--- src/cfe_pkg.sv ---
package cfe_pkg;

  localparam int IN_BITS       = 32;
  localparam int TERM_BITS     = 32;
  localparam int EXT_BITS      = 64;
  localparam int MAX_TERMS     = 48;
  localparam int WORD_BITS_DEF = 32;

endpackage

--- src/cfe_div.sv ---
module cfe_div #(
  parameter int WORD_BITS = 32
) (
  input  logic                 clk,
  input  logic                 rst_n,
  input  logic                 start,
  input  logic [WORD_BITS-1:0] num,
  input  logic [WORD_BITS-1:0] den,
  output logic                 busy,
  output logic                 done,
  output logic [WORD_BITS-1:0] quo,
  output logic [WORD_BITS-1:0] rem
);

  localparam int CNT_BITS = $clog2(WORD_BITS);
  localparam logic [CNT_BITS-1:0] LAST_STEP = CNT_BITS'(WORD_BITS - 1);

  logic [WORD_BITS-1:0] den_r;
  logic [WORD_BITS-1:0] quo_r;
  logic [WORD_BITS-1:0] rem_r;
  logic [CNT_BITS-1:0]  cnt_r;
  logic                 busy_r;
  logic                 done_r;
  logic [WORD_BITS:0]   trial;
  logic [WORD_BITS:0]   diff;

  assign trial = {rem_r, quo_r[WORD_BITS-1]};
  assign diff  = trial - {1'b0, den_r};

  always_ff @(posedge clk) begin
    if (!rst_n) begin
      busy_r <= 1'b0;
      done_r <= 1'b0;
      cnt_r  <= '0;
    end else begin
      done_r <= 1'b0;
      if (start && !busy_r) begin
        busy_r <= 1'b1;
        cnt_r  <= '0;
      end else if (busy_r) begin
        cnt_r <= cnt_r + 1'b1;
        if (cnt_r == LAST_STEP) begin
          busy_r <= 1'b0;
          done_r <= 1'b1;
        end
      end
    end
  end

  always_ff @(posedge clk) begin
    if (start && !busy_r) begin
      den_r <= den;
      quo_r <= num;
      rem_r <= '0;
    end else if (busy_r) begin
      if (!diff[WORD_BITS]) begin
        rem_r <= diff[WORD_BITS-1:0];
        quo_r <= {quo_r[WORD_BITS-2:0], 1'b1};
      end else begin
        rem_r <= trial[WORD_BITS-1:0];
        quo_r <= {quo_r[WORD_BITS-2:0], 1'b0};
      end
    end
  end

  assign busy = busy_r;
  assign done = done_r;
  assign quo  = quo_r;
  assign rem  = rem_r;

endmodule

--- src/continued_fraction_expansion_unit.sv ---
// Continued fraction expansion of one unsigned fraction per input beat.
// The input channel (in_valid, in_ready) takes a numerator and a
// denominator. The result channel (out_valid, out_ready) delivers one beat
// per continued fraction term, with out_last set on the final term.
// A zero denominator gives a single beat with term 0, out_last and
// out_div_error set.
// Each term comes from a shift-subtract divider that retires one quotient
// bit per cycle; a new division starts only when the previous term moves
// into the output register. An item gives at most MAX_TERMS (48) terms;
// out_last is set on the term that reaches that limit.
// in_ready is high only while no item is in progress; the final term may
// still wait in the output register while the next item is accepted.
// If the receiver stalls, the finished term waits in the output register
// and the next division result waits in the divider until the slot frees.
// Reset clears the sequencer and the output valid; no other state is kept.
module continued_fraction_expansion_unit #(
  parameter int WORD_BITS = cfe_pkg::WORD_BITS_DEF
) (
  input  logic                          clk,
  input  logic                          rst_n,
  input  logic                          in_valid,
  output logic                          in_ready,
  input  logic [cfe_pkg::IN_BITS-1:0]   in_numerator,
  input  logic [cfe_pkg::IN_BITS-1:0]   in_denominator,
  output logic                          out_valid,
  input  logic                          out_ready,
  output logic [cfe_pkg::TERM_BITS-1:0] out_term,
  output logic                          out_last,
  output logic                          out_div_error
);

  import cfe_pkg::*;

  localparam int CNT_BITS = $clog2(MAX_TERMS);
  localparam logic [CNT_BITS-1:0] LAST_CNT = CNT_BITS'(MAX_TERMS - 1);

  typedef enum logic [2:0] {
    ST_IDLE = 3'b001,
    ST_DIV  = 3'b010,
    ST_HOLD = 3'b100
  } state_t;

  state_t                 state_r, state_nxt;
  logic [WORD_BITS-1:0]   b_r, b_nxt;
  logic [CNT_BITS-1:0]    cnt_r, cnt_nxt;
  logic                   err_r, err_nxt;
  logic                   out_valid_r, out_valid_nxt;
  logic [TERM_BITS-1:0]   term_r, term_nxt;
  logic                   last_r, last_nxt;
  logic                   derr_r, derr_nxt;

  logic                   div_start;
  logic [WORD_BITS-1:0]   div_num;
  logic [WORD_BITS-1:0]   div_den;
  logic                   div_busy;
  logic                   div_done;
  logic [WORD_BITS-1:0]   div_quo;
  logic [WORD_BITS-1:0]   div_rem;

  logic [EXT_BITS-1:0]    num_ext;
  logic [EXT_BITS-1:0]    den_ext;
  logic [EXT_BITS-1:0]    quo_ext;
  logic [WORD_BITS-1:0]   in_num_w;
  logic [WORD_BITS-1:0]   in_den_w;
  logic                   slot_free;
  logic                   fin;

  assign num_ext   = EXT_BITS'(in_numerator);
  assign den_ext   = EXT_BITS'(in_denominator);
  assign quo_ext   = EXT_BITS'(div_quo);
  assign in_num_w  = num_ext[WORD_BITS-1:0];
  assign in_den_w  = den_ext[WORD_BITS-1:0];
  assign slot_free = !out_valid_r || out_ready;
  assign fin       = (div_rem == '0) || (cnt_r == LAST_CNT);

  cfe_div #(
    .WORD_BITS(WORD_BITS)
  ) u_div (
    .clk  (clk),
    .rst_n(rst_n),
    .start(div_start),
    .num  (div_num),
    .den  (div_den),
    .busy (div_busy),
    .done (div_done),
    .quo  (div_quo),
    .rem  (div_rem)
  );

  always_comb begin
    state_nxt     = state_r;
    b_nxt         = b_r;
    cnt_nxt       = cnt_r;
    err_nxt       = err_r;
    out_valid_nxt = out_valid_r;
    term_nxt      = term_r;
    last_nxt      = last_r;
    derr_nxt      = derr_r;
    div_start     = 1'b0;
    div_num       = in_num_w;
    div_den       = in_den_w;
    in_ready      = 1'b0;

    if (out_valid_r && out_ready) begin
      out_valid_nxt = 1'b0;
    end

    unique case (state_r)
      ST_IDLE: begin
        in_ready = 1'b1;
        if (in_valid) begin
          cnt_nxt = '0;
          b_nxt   = in_den_w;
          if (in_den_w == '0) begin
            err_nxt   = 1'b1;
            state_nxt = ST_HOLD;
          end else begin
            err_nxt   = 1'b0;
            div_start = 1'b1;
            state_nxt = ST_DIV;
          end
        end
      end
      ST_DIV: begin
        if (div_done) begin
          state_nxt = ST_HOLD;
        end
      end
      ST_HOLD: begin
        if (slot_free) begin
          out_valid_nxt = 1'b1;
          derr_nxt      = err_r;
          if (err_r) begin
            term_nxt  = '0;
            last_nxt  = 1'b1;
            state_nxt = ST_IDLE;
          end else begin
            term_nxt = quo_ext[TERM_BITS-1:0];
            last_nxt = fin;
            if (fin) begin
              state_nxt = ST_IDLE;
            end else begin
              div_start = 1'b1;
              div_num   = b_r;
              div_den   = div_rem;
              b_nxt     = div_rem;
              cnt_nxt   = cnt_r + 1'b1;
              state_nxt = ST_DIV;
            end
          end
        end
      end
      default: begin
        state_nxt = ST_IDLE;
      end
    endcase
  end

  always_ff @(posedge clk) begin
    if (!rst_n) begin
      state_r     <= ST_IDLE;
      out_valid_r <= 1'b0;
      cnt_r       <= '0;
      err_r       <= 1'b0;
    end else begin
      state_r     <= state_nxt;
      out_valid_r <= out_valid_nxt;
      cnt_r       <= cnt_nxt;
      err_r       <= err_nxt;
    end
  end

  always_ff @(posedge clk) begin
    b_r    <= b_nxt;
    term_r <= term_nxt;
    last_r <= last_nxt;
    derr_r <= derr_nxt;
  end

  assign out_valid     = out_valid_r;
  assign out_term      = term_r;
  assign out_last      = last_r;
  assign out_div_error = derr_r;

  a_err_beat : assert property (@(posedge clk) disable iff (!rst_n)
    out_valid_r && derr_r |-> last_r && (term_r == '0))
    else $error("error beat without last or with nonzero term");

  a_ready_idle : assert property (@(posedge clk) disable iff (!rst_n)
    in_ready |-> !div_busy)
    else $error("input ready while divider busy");

  a_zero_den : assert property (@(posedge clk) disable iff (!rst_n)
    in_valid && in_ready && (in_den_w == '0) |=> err_r && (state_r == ST_HOLD))
    else $error("zero denominator not flagged");

  a_start_free : assert property (@(posedge clk) disable iff (!rst_n)
    div_start |-> !div_busy && (div_den != '0))
    else $error("division started while busy or by zero");

endmodule
--- config.mk ---
export PLATFORM = sky130hd
export DESIGN_NAME = continued_fraction_expansion_unit
export DESIGN_NICKNAME = d
export VERILOG_FILES = /design/src/cfe_pkg.sv /design/src/cfe_div.sv /design/src/continued_fraction_expansion_unit.sv
export SDC_FILE = /design/constraint.sdc
export NUM_CORES = 1
export LEC_CHECK = 0
export ABC_AREA = 0
export BUFFER_PORTS_ARGS = -buffer_cell sky130_fd_sc_hd__buf_2
export CELL_PAD_IN_SITES_DETAIL_PLACEMENT = 0
export CELL_PAD_IN_SITES_GLOBAL_PLACEMENT = 1
export CORE_MARGIN = 3
export CORE_UTILIZATION = 43
export DETAILED_ROUTE_END_ITERATION = 8
export PLACE_DENSITY_LB_ADDON = 0.08
export SETUP_SLACK_MARGIN = 0.1
export SYNTH_ARGS = -nofsm -noshare
export SYNTH_HDL_FRONTEND = slang
export SYNTH_SLANG_ARGS = --single-unit
--- constraint.sdc ---
create_clock -name clk -period 4.84 [get_ports clk]
set_input_delay 0.968 -clock clk [delete_from_list [all_inputs] [get_ports clk]]
set_output_delay 0.968 -clock clk [all_outputs]
set_load 0.03 [all_outputs]
After elaboration in Yosys (flattened, before gate mapping)
Cells that the tools add are included.
{"block": "classes", "eq_ne": 10, "bitwise_logic": 2, "mux": 44, "addsub": 3, "n_reduce_logical": 16}
{"op": "$mux 32", "n": 15}
{"op": "$logic_not 32->1", "n": 2}
{"op": "$pmux 32 s2", "n": 1}
{"op": "$sub 33x32->33", "n": 1}
{"op": "$mux 6", "n": 4}
{"op": "$mux 1", "n": 15}
{"op": "$mux 3", "n": 4}
{"op": "$pmux 6 s2", "n": 1}
{"op": "$pmux 3 s3", "n": 1}
{"op": "$ne 2x2->1 const B", "n": 4}
{"op": "$add 6x1->6 const B", "n": 1}
{"op": "$eq 6x6->1 const B", "n": 1}
{"op": "$add 5x1->5 const B", "n": 1}
{"op": "$eq 5x5->1 const B", "n": 1}
{"op": "$reduce_and 5->1", "n": 1}
{"op": "$mux 2", "n": 2}
{"op": "$reduce_and 2->1", "n": 2}
{"op": "$reduce_bool 2->1", "n": 2}
{"op": "$eq 3x1->1 const B", "n": 1}
{"op": "$eq 3x2->1 const B", "n": 1}
{"op": "$eq 3x3->1 const B", "n": 1}
{"op": "$reduce_and 3->1", "n": 1}
{"op": "$reduce_or 3->1", "n": 1}
{"op": "$logic_and 1x1->1", "n": 2}
{"op": "other kinds (6)", "n": 9}
{"block": "word_totals", "out_inout_bits": 36, "reg_bits": 180}

Depth between registers and ports, before layout
{"block": "depth", "word_depth": 8, "mapped_depth": 14, "depth_no_buf": 12}

Hierarchy
A second synthesis with hierarchy kept.
{"block": "hier_totals", "cells_unflattened": 961, "hier_area_um2": 10062.2}
{"mod": "cfe_div", "cells_each": 585, "area_per_inst_um2": 5928.2, "n_inst": 1}
{"mod": "continued_fraction_expansion_unit", "cells_each": 376, "area_per_inst_um2": 4134.0, "n_inst": 1}

Least setup slack after synthesis
No wires, ideal clock.
{"block": "synth_timing", "path_kind": "input port to flip-flop", "from": "input port out_ready", "to": "register u_div.quo_r[22] (netlist: u_div.quo[22]), data pin", "cell_stages": 9, "setup_time_ns": 0.318, "t_arrival_ns": 4.508, "setup_slack_ns": 0.014, "n_path_buf": 3, "t_required_ns": 4.522, "cell_sequence": "nor2b_1 > nor2_1 > nand2b_1 > clkbuf_1 > o21ai_1 > and2_1 > clkbuf_1 > clkbuf_1 > a21oi_1"}
{"block": "synth_between", "elab_chain_cells": 5, "word_cells_on_any_way": 7}
{"item": "start, declared", "line_no": "continued_fraction_expansion_unit.sv:26", "text": "input logic out_ready,"}
{"item": "$logic_or 1x1->1 *", "line_no": "continued_fraction_expansion_unit.sv:73", "text": "assign slot_free = !out_valid_r || out_ready;"}
{"item": "$mux 1", "line_no": "continued_fraction_expansion_unit.sv:130", "text": "if (slot_free) begin"}
{"item": "$pmux 1 s2", "line_no": "continued_fraction_expansion_unit.sv:108", "text": "unique case (state_r)"}
{"item": "$logic_and 1x1->1", "line_no": "cfe_div.sv:51", "text": "if (start && !busy_r) begin"}
{"item": "$mux 32 *", "line_no": "cfe_div.sv:51"}
{"item": "end signal, assigned", "line_no": "cfe_div.sv:53", "text": "quo_r <= num;"}
{"item": "end signal, assigned", "line_no": "cfe_div.sv:58", "text": "quo_r <= {quo_r[WORD_BITS-2:0], 1'b1};"}
{"item": "end signal, assigned", "line_no": "cfe_div.sv:61", "text": "quo_r <= {quo_r[WORD_BITS-2:0], 1'b0};"}
{"item": "end, declared", "line_no": "cfe_div.sv:19", "text": "logic [WORD_BITS-1:0] quo_r;"}
Every way passes the cells marked *; elsewhere a longest branch is shown, timed or not.
A chain may end at the register's enable or synchronous reset.

Final worst setup path
{"block": "layout_timing", "from": "register u_div.quo_r[31] (netlist: u_div.quo[31])", "to": "register u_div.rem_r[29] (netlist: u_div.rem[29])"}
{"block": "layout_between", "elab_chain_cells": 2}
{"item": "$sub 33x32->33", "line_no": "cfe_div.sv:28", "text": "assign diff = trial - {1'b0, den_r};"}
{"item": "$mux 32", "line_no": "cfe_div.sv:56", "text": "if (!diff[WORD_BITS]) begin"}
{"item": "end signal, assigned", "line_no": "cfe_div.sv:57", "text": "rem_r <= diff[WORD_BITS-1:0];"}
{"item": "end signal, assigned", "line_no": "cfe_div.sv:60", "text": "rem_r <= trial[WORD_BITS-1:0];"}
{"item": "end, declared", "line_no": "cfe_div.sv:20", "text": "logic [WORD_BITS-1:0] rem_r;"}
Every way passes these cells.

==> results by group <==
Setup path
  • Crit start category: register
  • Reg2Reg Setup Slack: 1.18 ns
  • Largest stage delay on the critical path: 0.44 ns
  • Worst endpoint required time: 5.14 ns
  • Worst EP arrival: 3.95 ns
  • Ordered list of cells on the worst path: inv_1, ha_1, fa_1, nand2b_1, a21o_1, a31oi_2, nand2_1, a211oi_4, o211ai_2, a221oi_4, buf_4, mux2i_1, o21ai_0
  • Type of the setup path with the least slack: register to register
  • Type of element capturing the critical path: register
  • Crit Path Max Fanout: 19
  • Slowest cell on the critical path: fa_1
  • CP delay by family, top: compound AO/OA/AOI/OAI gates
  • Worst Path Buf+Inv: 2

Global route
  • Antenna violations before repair: 0
  • Global-route wire length before repair: 37,600 um
  • Via count of the first global-routing pass: 6,725
  • Aggregate global-route resource usage: 19.8%
  • Pin count of the biggest net entering global routing: 74
  • GRT Residual Overflow: 0

Clocking
  • TritonCTS buffer count: 17
  • Post-CTS Resized: 0
  • Bufs on Longest Clock Path: 2
  • Clock Pin Slew Worst Setup and Hold Paths: 0.07 ns
  • Deepest level of the CTS H-tree: 4
  • Number of buffers added for setup after CTS: 0
  • Worst-Skew Late Latency: 0.43 ns
  • Clk Tree Root Cell: clkbuf_16
  • Sink Count: 180
  • TritonCTS clock tree: done
  • Post-CTS Hold Buffers: 0

Cells and area
  • Final standard cell utilization of the core: 50.4%
  • Share of layout cells above drive strength 1: 22.4%
  • Total of fill cells in the finished design: 2,038
  • Storage element area: 4900 sq um
  • Non-filler cells, final: 1,282
  • Synth-to-layout area growth: 14.1%
  • Most common library cell in the layout ignoring fill and taps: edfxtp_1
  • Total number of nets in the final design: 1,093
  • Count of antenna diodes in the layout: 0
  • Most frequent cells in the layout: 130 x edfxtp_1, 103 x buf_2, 67 x nand2_1, 65 x nor2_1, 64 x a21oi_1
  • Multi-input gate area in the final layout: 4480 sq um

Power and ir drop
  • Pwr Density: 522 nW/um^2
  • Worst ir drop on vdd: 0.238 mV
  • Static leakage: 4.49 nW

Detailed routing
  • DRC viols: 0
  • Highest layer used for signal routing: met4
  • Final routed wire length divided by cell count: 18.6 um
  • Detailed-route vias per instance: 5.41
  • Length of routed met2 wiring: 10,500 um
  • Wire length after detailed routing: 23,800 um
  • Count of TritonRoute iterations in the first routing pass: 5
  • Met3 WL: 707 um
  • Vias post-DR: 6,940
  • Violation count after the first detailed-routing iteration: 358
  • M1 WL: 12,300 um
  • Post-route antenna net violation count: 0

Synthesis
  • Average cell area after synthesis: 10.9 sq um
  • Sequential share of the synthesized area: 50.4%
  • Count of flip-flops with a built-in enable after synthesis: 130
  • Post-synth net total: 998
  • Post-synthesis sequential element count: 180
  • Number of warnings printed during yosys synthesis: 0
  • Primary FF master, synth: edfxtp_1
  • Number of cells produced by synthesis: 894
  • Cell area after technology mapping: 9740 sq um
  • Count of cell types in the netlist: 66
  • Share of async-settable or async-resettable flops after synthesis: 0%

Placed design
  • Pre-CTS setup slack: 1.17 ns
  • Port buffer count: 103
  • GPL Wtd Cong: 0.810
  • DP Cell Count: 1,250
  • Half-perimeter wire length after detailed placement: 17,300 um

Floorplanning
  • Vertical extent of the die: 156 um
  • Top-Level Pins: 104
  • Horizontal die dimension: 156 um
  • Core region area: 22,000 sq um
  • Die Outline Area: 24,500 sq um
  • Number of placement rows: 54
  • Initial Utilization: 44.2%

STA
  • Final worst path period share: 75.5%
  • Final hold violation count: 0
  • Setup ws final: 1.18 ns
  • Minimum clock period after layout: 3.66 ns
  • Max-slew violation count: 0
  • Worst hold margin: 0.503 ns
  • Setup Viol. Count Final: 0
  • Setup_tns: 0 ns
  • Final clock skew: 0.0105 ns
  • F_max: 274 MHz
  • Unrepaired setup endpoints after global routing: no
  • Worst relative slew slack: 29.7%
  • Worst-Margin Slew: 1.05 ns

Job
  • Max-capacitance violation count: 0

Run status
  • Outcome: complete, no violations

Worst hold path
  • Hold WC Path Type: register to register
[report_power, final]
part	total, mW	internal [mW]	switching (mW)
Clock	1.35	0.686	0.659
Sequential	2.24	1.95	0.288
Combinational	2.21	0.943	1.26
Total	5.79	3.58	2.21
[sequential cells by signal, indices dropped and copies added (netlist names)]
name and flops:
out_div_error 1, err_r 1, out_term 32, u_div.cnt_r 5, b_r 32, u_div.rem 32, state_r 3, cnt_r 6
u_div.quo 32, out_valid 1, u_div.done 1, out_last 1, u_div.busy 1, u_div.den_r 32
[per-stage QoR]
stage	cell area (sq um)	total power [mW]
after floorplan	9740	3.87
after global placement	10500	4.48
after detailed placement	10500	4.49
after CTS	11100	5.84
after global routing	11100	6.18
final	11100	5.79
[cells in the mapped netlist (all sizes together) (20+ instances only)]
master	number	area [sq um]
a21oi	64	320
clkbuf	28	105
dfxtp	50	1000
edfxtp	130	3900
ha	35	438
inv	50	188
mux2	62	698
mux2i	61	611
nand2	68	258
nor2	69	262
nor2b	35	219
o21ai	49	249
xnor2	20	175
[metal layers]
metal,up-vias,GRT usage [%]
li1,3476,-
met2,133,29.8
met1,3311,29.9
met5,-,0
met3,20,2.77
met4,0,5.29
[cells by family (layout without fill, tap and decap cells)]
| family | count (synthesis) | count (layout) | share of synthesized area (%) |
|---|---|---|---|
| adder cells (fa/ha/maj) | 36 | 36 | 4.70 |
| XOR/XNOR | 33 | 33 | 2.97 |
| flip-flops | 180 | 180 | 50.4 |
| buffers and inverters | 90 | 198 | 4.07 |
| AND/OR/NAND/NOR | 249 | 249 | 12.5 |
| multiplexers | 123 | 123 | 13.4 |
| AO/OA/AOI/OAI | 183 | 183 | 11.9 |
[tightest hold or removal path: stages, from the launching register on]
cell and delay, ns:
dfxtp_1 0.33, mux2i_1 0.07, nor2_1 0.07
[layout make-up]
type                       instances  share of cell area (%)
tap                              280                    3.15
timing repair buffer             116                    5.52
multi-input combinational        624                    40.3
sequential                       180                    44.2
clock buffer                      18                    3.86
clock inverter                    14                    1.31
inverter                          50                    1.69
[final timing paths]
check | cells past startpoint | from | endpoint
hold / removal | 2 | u_div.cnt_r[4]$_SDFFE_PP0P_ | u_div.cnt_r[4]$_SDFFE_PP0P_
setup / recovery | 13 | u_div.quo[31]$_DFFE_PP_ | u_div.rem[29]$_SDFFE_PP0P_
setup reg to reg | 13 | u_div.quo[31]$_DFFE_PP_ | u_div.rem[29]$_SDFFE_PP0P_
hold reg to reg | 2 | u_div.cnt_r[4]$_SDFFE_PP0P_ | u_div.cnt_r[4]$_SDFFE_PP0P_
Power figures use the tool's default switching activity.
